==> src/rtl/qmn_pkg.sv <==
// ----------------------------------------------------------------------------
// qmn_pkg
// Shared constants and types for the normalized quaternion product pipeline.
// ----------------------------------------------------------------------------
package qmn_pkg;

    localparam int QMN_WORD_BITS = 16;
    localparam int QMN_FRAC_BITS = 14;

    // the largest scaled component magnitude lands in [2^29, 2^30)
    localparam int SCALE_MSB  = 29;
    localparam int SCALE_BITS = 31;
    localparam int SHIFT_BITS = 6;
    localparam int SUMSQ_BITS = 64;
    localparam int ROOT_BITS  = 32;

    typedef struct packed {
        logic valid;
        logic zero;
    } qmn_ctl_t;

endpackage

==> src/rtl/qmn_scale.sv <==
// ----------------------------------------------------------------------------
// qmn_scale
// Block scaling: find the leading one of the largest magnitude and shift
// all four sums by one power of two so that it lands in [2^29, 2^30).
// ----------------------------------------------------------------------------
module qmn_scale #(
    parameter int PW = 34
) (
    input  logic                                 clk,
    input  logic                                 rst_n,
    input  logic                                 adv,
    input  qmn_pkg::qmn_ctl_t                    ctl_in,
    input  logic signed [PW-1:0]                 p_in [4],
    output qmn_pkg::qmn_ctl_t                    ctl_out,
    output logic signed [qmn_pkg::SCALE_BITS-1:0] v_out [4]
);
    import qmn_pkg::*;

    localparam int PSW = $clog2(PW);

    qmn_ctl_t              ca_reg, cb_reg, cc_reg;
    logic signed [PW-1:0]  pa_reg [4];
    logic signed [PW-1:0]  pb_reg [4];
    logic [PW-1:0]         orr_next, orr_reg;
    logic [PSW-1:0]        pos;
    logic                  right_next, right_reg;
    logic [SHIFT_BITS-1:0] amt_next, amt_reg;
    logic signed [SCALE_BITS-1:0] v_next [4];
    logic signed [SCALE_BITS-1:0] v_reg  [4];
    logic [PW-1:0]         mag [4];

    // the leading one of the OR of all magnitudes is that of the largest one
    always_comb
    begin
        orr_next = '0;
        for (int i = 0; i < 4; i++)
        begin
            mag[i]   = p_in[i][PW-1] ? PW'(-p_in[i]) : PW'(p_in[i]);
            orr_next = orr_next | mag[i];
        end
    end

    always_comb
    begin
        pos = '0;
        for (int i = 0; i < PW; i++)
        begin
            if (orr_reg[i])
                pos = PSW'(i);
        end
        right_next = (int'(pos) > SCALE_MSB);
        amt_next   = right_next ? SHIFT_BITS'(int'(pos) - SCALE_MSB)
                                : SHIFT_BITS'(SCALE_MSB - int'(pos));
    end

    always_comb
    begin
        logic signed [63:0] ext;
        logic signed [63:0] sh;
        for (int i = 0; i < 4; i++)
        begin
            ext       = 64'(pb_reg[i]);
            sh        = right_reg ? (ext >>> amt_reg) : (ext <<< amt_reg);
            v_next[i] = sh[SCALE_BITS-1:0];
        end
    end

    always_ff @(posedge clk or negedge rst_n)
    begin
        if (!rst_n)
        begin
            ca_reg <= '0;
            cb_reg <= '0;
            cc_reg <= '0;
        end
        else if (adv)
        begin
            ca_reg <= '{valid: ctl_in.valid, zero: (orr_next == '0)};
            cb_reg <= ca_reg;
            cc_reg <= cb_reg;
        end
    end

    always_ff @(posedge clk)
    begin
        if (adv)
        begin
            pa_reg    <= p_in;
            orr_reg   <= orr_next;
            pb_reg    <= pa_reg;
            right_reg <= right_next;
            amt_reg   <= amt_next;
            v_reg     <= v_next;
        end
    end

    assign ctl_out = cc_reg;
    assign v_out   = v_reg;
endmodule

==> config.mk <==
export PLATFORM = sky130hd
export DESIGN_NAME = qmn_scale
export DESIGN_NICKNAME = d
export VERILOG_FILES = /design/src/rtl/qmn_pkg.sv /design/src/rtl/qmn_scale.sv
export SDC_FILE = /design/constraint.sdc
export NUM_CORES = 1
export LEC_CHECK = 0
export ABC_AREA = 1
export BUFFER_PORTS_ARGS = -buffer_cell sky130_fd_sc_hd__buf_2
export CORE_ASPECT_RATIO = 0.6
export CORE_UTILIZATION = 30
export DETAILED_ROUTE_END_ITERATION = 10
export PLACE_DENSITY = 0.47
export SYNTH_ARGS = -nofsm -noshare
export SYNTH_HDL_FRONTEND = slang
export SYNTH_SLANG_ARGS = --single-unit
==> constraint.sdc <==
create_clock -name clk -period 4.3 [get_ports clk]
set_input_delay 0.86 -clock clk [delete_from_list [all_inputs] [get_ports clk]]
set_output_delay 0.86 -clock clk [all_outputs]
set_load 0.05 [all_outputs]
# == Word level (Yosys, flattened, before mapping) ==
# Cells that the tools add are included.
# op_classes
n_shift,8
n_eq_ne,0
addsub,6
reduce_logical,1
muxes,42
n_lt_le_gt_ge,1
mul,0
div,0
n_bitwise,3
# ops
cell,count
$mux 6,33
$mux 34,4
$neg 34->34,4
$sshl 34x6->31,4
$sshr 34x6->31,4
$mux 31,4
$or 34x34->34,3
$logic_not 34->1,1
$gt 6x5->1 const B,1
$sub 5x6->6 const A,1
$sub 6x5->6 const B,1
$mux 1,1
# word_totals
input_bits,141
wordCells,82
ff_bits,443
latchBits,0
output_inout_bits,126
memories,0
ramBits,0
rom_bits,0

# == Depth between registers and ports, before layout ==
# Gate-level depths: netlist of run 1.
# logic_depth
ltp_word,35
mapped_depth,43
ltp_nobuf,43

# == Least setup slack after synthesis of run 1 ==
# Ideal clock, no wire load.
# synth_timing
kind,input-to-reg
from,in p_in[102] in the netlist's numbering
to,reg ca_reg[0] in the netlist's numbering
path_stages,17
t_arrival_ps,3226
path_slack_ps,994
required_ps,4220
setup_ps,80
n_path_buf,0
path_cell_list,inv_1 > ha_1 > inv_1 > nor3_1 > nand2_1 > nor3_2 > nand3_1 > o21ai_2 > o21ai_0 > nor2_1 > o21ai_0 > o21bai_1 > a21oi_1 > xor2_1 > nor4_1 > nand3_1 > o22ai_2
# synth_via
elab_chain_len,6
# synth_rtl
element,line_no,rtl
"start, declared",qmn_scale.sv:13,"input logic signed [PW-1:0] p_in [4],"
$neg 34->34,qmn_scale.sv:38,mag[i] = p_in[i][PW-1] ? PW'(-p_in[i]) : PW'(p_in[i]);
$mux 34 *,qmn_scale.sv:38,
$or 34x34->34 * (3 in series),qmn_scale.sv:39,orr_next = orr_next | mag[i];
$logic_not 34->1 *,qmn_scale.sv:78,"ca_reg <= '{valid: ctl_in.valid, zero: (orr_next == '0)};"
"end signal, assigned",qmn_scale.sv:78,
"end, declared",qmn_scale.sv:21,"qmn_ctl_t ca_reg, cb_reg, cc_reg;"
# Mark *: on every way between the ends. The rest lies on a longest branch, timed or not.
# A chain may end at the register's enable or synchronous reset.

# == Worst setup path in the final report of run 1 ==
# Same ends and word-level chain as after synthesis.

==> results_dict.tcl, run 1 <==
set metrics [dict create \
    clkTransAtPathRegs_ns 0.07 \
    path_max_fanout 3 \
    p_clk_share_pct 29.9 \
    multi_input_area_mm2 0.0141 \
    crit_family "simple AND/OR/NAND/NOR gates" \
    drc 0 \
    cts_sinks 442 \
    drv_cap 0 \
    async_flop_share_pct 1.36 \
    fmax_mhz 252 \
    cts_tree "built" \
    slew_viol_final 0 \
    synth_top_area_share_pct 43.9 \
    worst-endpoint-arrival_ns 4.50 \
    wl_per_cell_um 24.0 \
    path_cells "buf_2 -> inv_1 -> ha_1 -> inv_1 -> nor3_1 -> nand2_1 -> nor3_2 -> nand3_1 -> o21ai_2 -> o21ai_0 -> nor2_1 -> o21ai_0 -> o21bai_1 -> a21oi_1 -> xor2_1 -> nor4_2 -> buf_4 -> nand3_1 -> o22ai_2" \
    max_slew_margin_pct 22.9 \
    setup_viol 0 \
    h-tree-depth 2 \
    grt_overflow_total 0 \
    synth_area_mm2 0.0298 \
    startpoint "p_in[102]" \
    netlist_top_cells_area "edfxtp_1 (44%), nand2_1 (12%), o21ai_0 (11%)" \
    fin_skew_ns 0.0251 \
    antenna_left 0 \
    switching_share_pct 38.5 \
    ir_drop_mv 0.291 \
    grt_pass1_vias 26130 \
    p_int_w 0.00875 \
    antenna_found_initial 8 \
    hold_path.class "primary input to async pin" \
    synth_cell_types 58 \
    p_switching_w 0.00548 \
    grt_max_degree 195 \
    final_common_cell "nand2_1" \
    insertion_delay_ns 0.63 \
    layoutNonFillerInstCount 5400 \
    synth_edf_count 436 \
    start_util_pct 30.3 \
    status "finished, final reports clean" \
    path_buf_inv 4 \
    synth_top_area_cell "edfxtp_1" \
    ys_ff_latch 442 \
    powerDensity_mw_per_mm2 414 \
    mostFrequentLayoutCells "nand2_1 (975), o21ai_0 (659), edfxtp_1 (436), inv_1 (373), a21oi_1 (274)" \
    nFillCells 10499 \
    hold_buffers 0 \
    fin_crit_sh_pct 92.2 \
    cp.required_ns 4.84 \
    drive_above_1_share_pct 12.3 \
    syn_area_per_cell_um2 7.65 \
    cp-end-kind "register" \
    vias 28922 \
    hold_viol_final 0 \
    die-width_um 409 \
    placedCellCount 5319 \
    synth_flop_cell "edfxtp_1" \
    die_area_mm2 0.101 \
    first_pass_iters 6 \
    first_iter_violations 3623 \
    netlist_instances 3894 \
    slowest_delay_ns 0.39 \
    r2r_start "orr_reg[3]" \
    finalInstanceArea_mm2 0.0344 \
    fin_nets 4196 \
    crit_type "primary input to register" \
    cts_buffer_depth 3 \
    rsz0062_at_grt "false" \
    rows 89 \
    dpl.hpwl_um 100000 \
    ys_warn_count 0 \
    area.sequential_mm2 0.0132 \
    wirelength_um 130000 \
    final_core_util_pct 35.0 \
    yosysSeqAreaShare_pct 44.4 \
    post-place-ws_ns -0.251 \
    grt_first_pass_wirelength_um 186000 \
    core_mm2 0.0983 \
    crit_path_start_kind "primary input" \
    syn_nets 4043 \
    holdWs_ns 0.0757 \
    final.setup.worst_slack_ns 0.337 \
    min_period_ns 3.96 \
    cts_root_buf "clkbuf_16" \
    ioPinCount 267 \
    p_leak_nw 14.4 \
    dieHeight_um 246 \
    cp_slowest_cell "nor4_2" \
    cts_buffers 45 \
    numPortBuffers 265 \
    max_slew.worst_pin.slew_ns 1.14 \
    grt_usage_pct 25.1 \
    via_per_inst 5.36 \
    area_growth_pct 15.3 \
    placed_area_mm2 0.0328 \
    power_frac_comb_pct 31.5 \
    gp_congestion 0.939 \
    pwr-share-seq_pct 38.6 \
]
[path summary, 6_finish.rpt]
check | end | slack [ns] | cells past startpoint
setup / recovery | ca_reg[0] | 0.34 | 19
hold / removal | ctl_out[0] | 0.08 | 1
setup reg to reg | amt_reg[3] | 0.59 | 24
hold reg to reg | pb_reg[74] | 0.41 | 0
max in group asynchronous | ca_reg[0] | 4.04 | 1
min in group clk | pb_reg[74] | 0.41 | 0
[power by group through the flow]
stage / clock network [W] / logic [W] / registers, W
6_report: 0.00426 / 0.00448 / 0.00549
5_1_grt: 0.00454 / 0.00485 / 0.00553
4_1_cts: 0.00440 / 0.00439 / 0.00551
3_5_place_dp: 0 / 0.00437 / 0.00559
3_3_place_gp: 0 / 0.00439 / 0.00559
2_1_floorplan: 0 / 0.00228 / 0.00598
[logic make-up (layout without fill, tap and decap cells)]
| kind of cell | after synthesis | count (layout) | share of synthesized area (%) |
|---|---|---|---|
| buffers and inverters | 648 | 834 | 8.16 |
| adders and majority gates | 8 | 8 | 0.336 |
| xor gates and xnor gates | 110 | 110 | 3.23 |
| other | 0 | 1 | 0 |
| DFF | 442 | 442 | 44.4 |
| AOI/OAI and AO/OA | 1170 | 1170 | 22.0 |
| muxes | 44 | 44 | 1.49 |
| and+or+nand+nor | 1472 | 1472 | 20.3 |
[stage by stage]
step	TNS (ns)	power, W
4_1_cts	0	0.0143
3_3_place_gp	-0.618	0.00998
3_5_place_dp	-0.487	0.00996
2_1_floorplan	0	0.00826
6_report	0	0.0142
5_1_grt	0	0.0149
[cell type report]
type,count,share of cell area (%)
Multi-Input combinational cell,2804,41.1
Sequential cell,442,38.5
Timing Repair Buffer,374,6.78
Tap cell,1319,4.80
Inverter,380,4.22
Clock buffer,48,3.31
Clock inverter,32,1.21
Antenna cell,1,0.00728
[Yosys cell counts (16+ instances only)]
cell	n
o211ai_1	63
mux2i_1	42
buf_1	60
a21oi_1	274
xor2_1	77
edfxtp_1	436
a31oi_1	20
o21ai_0	659
xnor2_1	33
nand2_1	975
o221ai_1	79
nor2_1	250
clkbuf_1	208
nor3_1	22
nand3_1	136
nor3_2	16
nand4_1	20
inv_1	373
nor4_1	22
[what timing repair did]
action | CTS | global route
setup buffers | 0 | 0
setup endpoints to repair | 0 | 2
gates resized for setup | 0 | 1
[layer usage]
metal	up-vias	part of all wire [%]	GRT usage [%]	wire (µm)
met5	-	0.019	0	25
li1	13711	-	-	-
met4	4	1.5	4.10	1900
met2	1144	41	35.7	52600
met3	105	8.0	4.30	10400
met1	13958	50	39.4	64700
No activity file was read; power rests on OpenSTA's default activity.
==> run 2, diff against run 1 <==
Settings changed: BUFFER_PORTS_ARGS -buffer_cell sky130_fd_sc_hd__buf_2 to -buffer_cell sky130_fd_sc_hd__buf_4, CAP_MARGIN from default to 10, REMOVE_ABC_BUFFERS from default to 1.
==> run 2 against run 1 <==
- die area did not move
- hold slack got worse by 0.019 ns
- routed wire length is 5.6% lower
- sequential cell count did not move
- register-to-register slack got worse by 0.11 ns
- first-iteration DRC count up 0.52%
- sequential power is 0.9% lower
- via count is 1.0% lower
- critical path depth is 5 higher
- combinational power barely moved
- utilization is 0.44 points higher
- clock skew down 0.0020 ns
==> results_dict.tcl, run 2 (synthesized netlist as in run 1, its figures left out) <==
set metrics [dict create \
    status "finished, final reports clean" \
    wirelength_um 122000 \
    hold_buffers 0 \
    insertion_delay_ns 0.62 \
    grt_usage_pct 23.5 \
    fin_skew_ns 0.0231 \
    drc 0 \
    wl_per_cell_um 22.8 \
    finalInstanceArea_mm2 0.0348 \
    max_slew.worst_pin.slew_ns 1.10 \
    p_int_w 0.00911 \
    placed_area_mm2 0.0331 \
    antenna_left 0 \
    r2r_setup_slack_ns 0.48 \
    die_area_mm2 0.101 \
    startpoint "orr_reg[2]" \
    start_util_pct 30.3 \
    antenna_found_initial 6 \
    fin_crit_sh_pct 88.9 \
    rows 89 \
    clkTransAtPathRegs_ns 0.07 \
    vias 28628 \
    gp_congestion 0.945 \
    hold_viol_final 0 \
    die-width_um 409 \
    grt_pass1_vias 25433 \
    drive_above_1_share_pct 11.4 \
    h-tree-depth 2 \
    hold_path.class "primary input to async pin" \
    max_slew_margin_pct 26.8 \
    layoutNonFillerInstCount 5364 \
    cts_buffers 48 \
    cts_buffer_depth 3 \
    p_clk_share_pct 31.4 \
    final_common_cell "nand2_1" \
    cp.required_ns 4.67 \
    crit_type "register to register" \
    r2r-end "amt_reg[3]" \
    p_leak_nw 14.4 \
    setup_viol 0 \
    holdWs_ns 0.0569 \
    area_growth_pct 16.8 \
    placedCellCount 5273 \
    r2r_start "orr_reg[2]" \
    min_period_ns 3.82 \
    crit_path_start_kind "register" \
    endpoint "amt_reg[3]" \
    p_switching_w 0.00533 \
    ioPinCount 267 \
    slew_viol_final 0 \
    worst-endpoint-arrival_ns 4.19 \
    cts_resized 0 \
    numPortBuffers 265 \
    cts_tree "built" \
    first_pass_iters 6 \
    grt_max_degree 200 \
    via_per_inst 5.34 \
    fin_nets 4153 \
    cts_sinks 442 \
    mostFrequentLayoutCells "nand2_1 (975), o21ai_0 (659), edfxtp_1 (436), inv_1 (372), buf_4 (314)" \
    post-place-ws_ns 0.191 \
    pwr-share-seq_pct 37.6 \
    grt_overflow_total 0 \
    drv_cap 0 \
    rsz0062_at_grt "false" \
    postCtsSetupRepairBufs 0 \
    path_max_fanout 9 \
    power_frac_comb_pct 31.0 \
    cp-end-kind "register" \
    first_iter_violations 3642 \
    fmax_mhz 262 \
    setup_tns_ns 0 \
    grt_first_pass_wirelength_um 175000 \
    core_mm2 0.0983 \
    final.setup.worst_slack_ns 0.477 \
    ff2ff_path_depth 24 \
    dpl.hpwl_um 91000 \
    ir_drop_mv 0.274 \
    powerDensity_mw_per_mm2 415 \
    dieHeight_um 246 \
    cts_root_buf "clkbuf_16" \
    switching_share_pct 36.9 \
]
==> run 2: cell count changes in the layout (fill, tap and decap cells not counted), sizes merged <==
| cell | change |
|---|---|
| clkinvlp | +6 |
| buf | -46 |
| clkbuf | +5 |
| clkinv | -5 |
| inv | -2 |
| bufinv | +2 |
| diode | +4 |
==> run 2: worst max-delay path, cell delays in order (launching register included) <==
cell and delay (ns):
edfxtp_1 0.37, inv_1 0.09, a211oi_1 0.08, o311ai_0 0.62, nand3_1 0.20, nand3_1 0.13
nand3_1 0.07, nand3_1 0.07, nand3_1 0.13, nand3_1 0.11, nand3_1 0.13, nand3_1 0.13
nand3_1 0.13, nand3_1 0.10, nand3_1 0.11, nand2_1 0.18, ha_1 0.17, inv_1 0.06
a41oi_1 0.21, buf_4 0.19, nor2_1 0.05, nand2_1 0.09, nand3_1 0.07, nand2_1 0.07
inv_1 0.03
==> run 2: area by class of cell <==
class	count	area, µm²
Fill cell	10432	63500
Multi-Input combinational cell	2804	14100
Sequential cell	442	13200
Timing Repair Buffer	328	2630
Tap cell	1319	1650
Inverter	380	1450
Clock buffer	53	1240
Clock inverter	33	434
Antenna cell	5	12.5
==> run 2: power groups by stage <==
stage | sequential (W) | combinational (W) | clock (W)
6_report | 0.00544 | 0.00448 | 0.00453
3_5_place_dp | 0.00552 | 0.00439 | 0
3_3_place_gp | 0.00553 | 0.00441 | 0
2_1_floorplan | 0.00613 | 0.00212 | 0
5_1_grt | 0.00547 | 0.00487 | 0.00481
4_1_cts | 0.00544 | 0.00440 | 0.00466
==> run 2: how the worst min path moves through the flow <==
stage                        to  slack, ns  depth (start not counted)
global route          ca_reg[0]       0.03                          1
detailed placement  pb_reg[112]       0.40                          0
global placement     pb_reg[33]       0.40                          0
floorplan             pb_reg[0]       0.40                          0
finish                ca_reg[0]       0.06                          1
CTS                   ca_reg[0]       0.02                          1
==> run 2: per-layer routing <==
| layer | global-route usage [%] | vias to the layer above | share of wire, % |
|---|---|---|---|
| met4 | 4.31 | 2 | 1.5 |
| li1 | - | 13649 | - |
| met2 | 31.8 | 1305 | 39 |
| met1 | 37.1 | 13568 | 50 |
| met3 | 5.26 | 104 | 9.5 |
| met5 | 0 | - | 0.011 |
==> run 2: stage by stage <==
stage               total power (W)  util [%]
global route                 0.0152      35.4
finish                       0.0144      35.4
CTS                          0.0145      35.4
detailed placement          0.00991      33.7
floorplan                   0.00825         -
global placement            0.00993      33.7
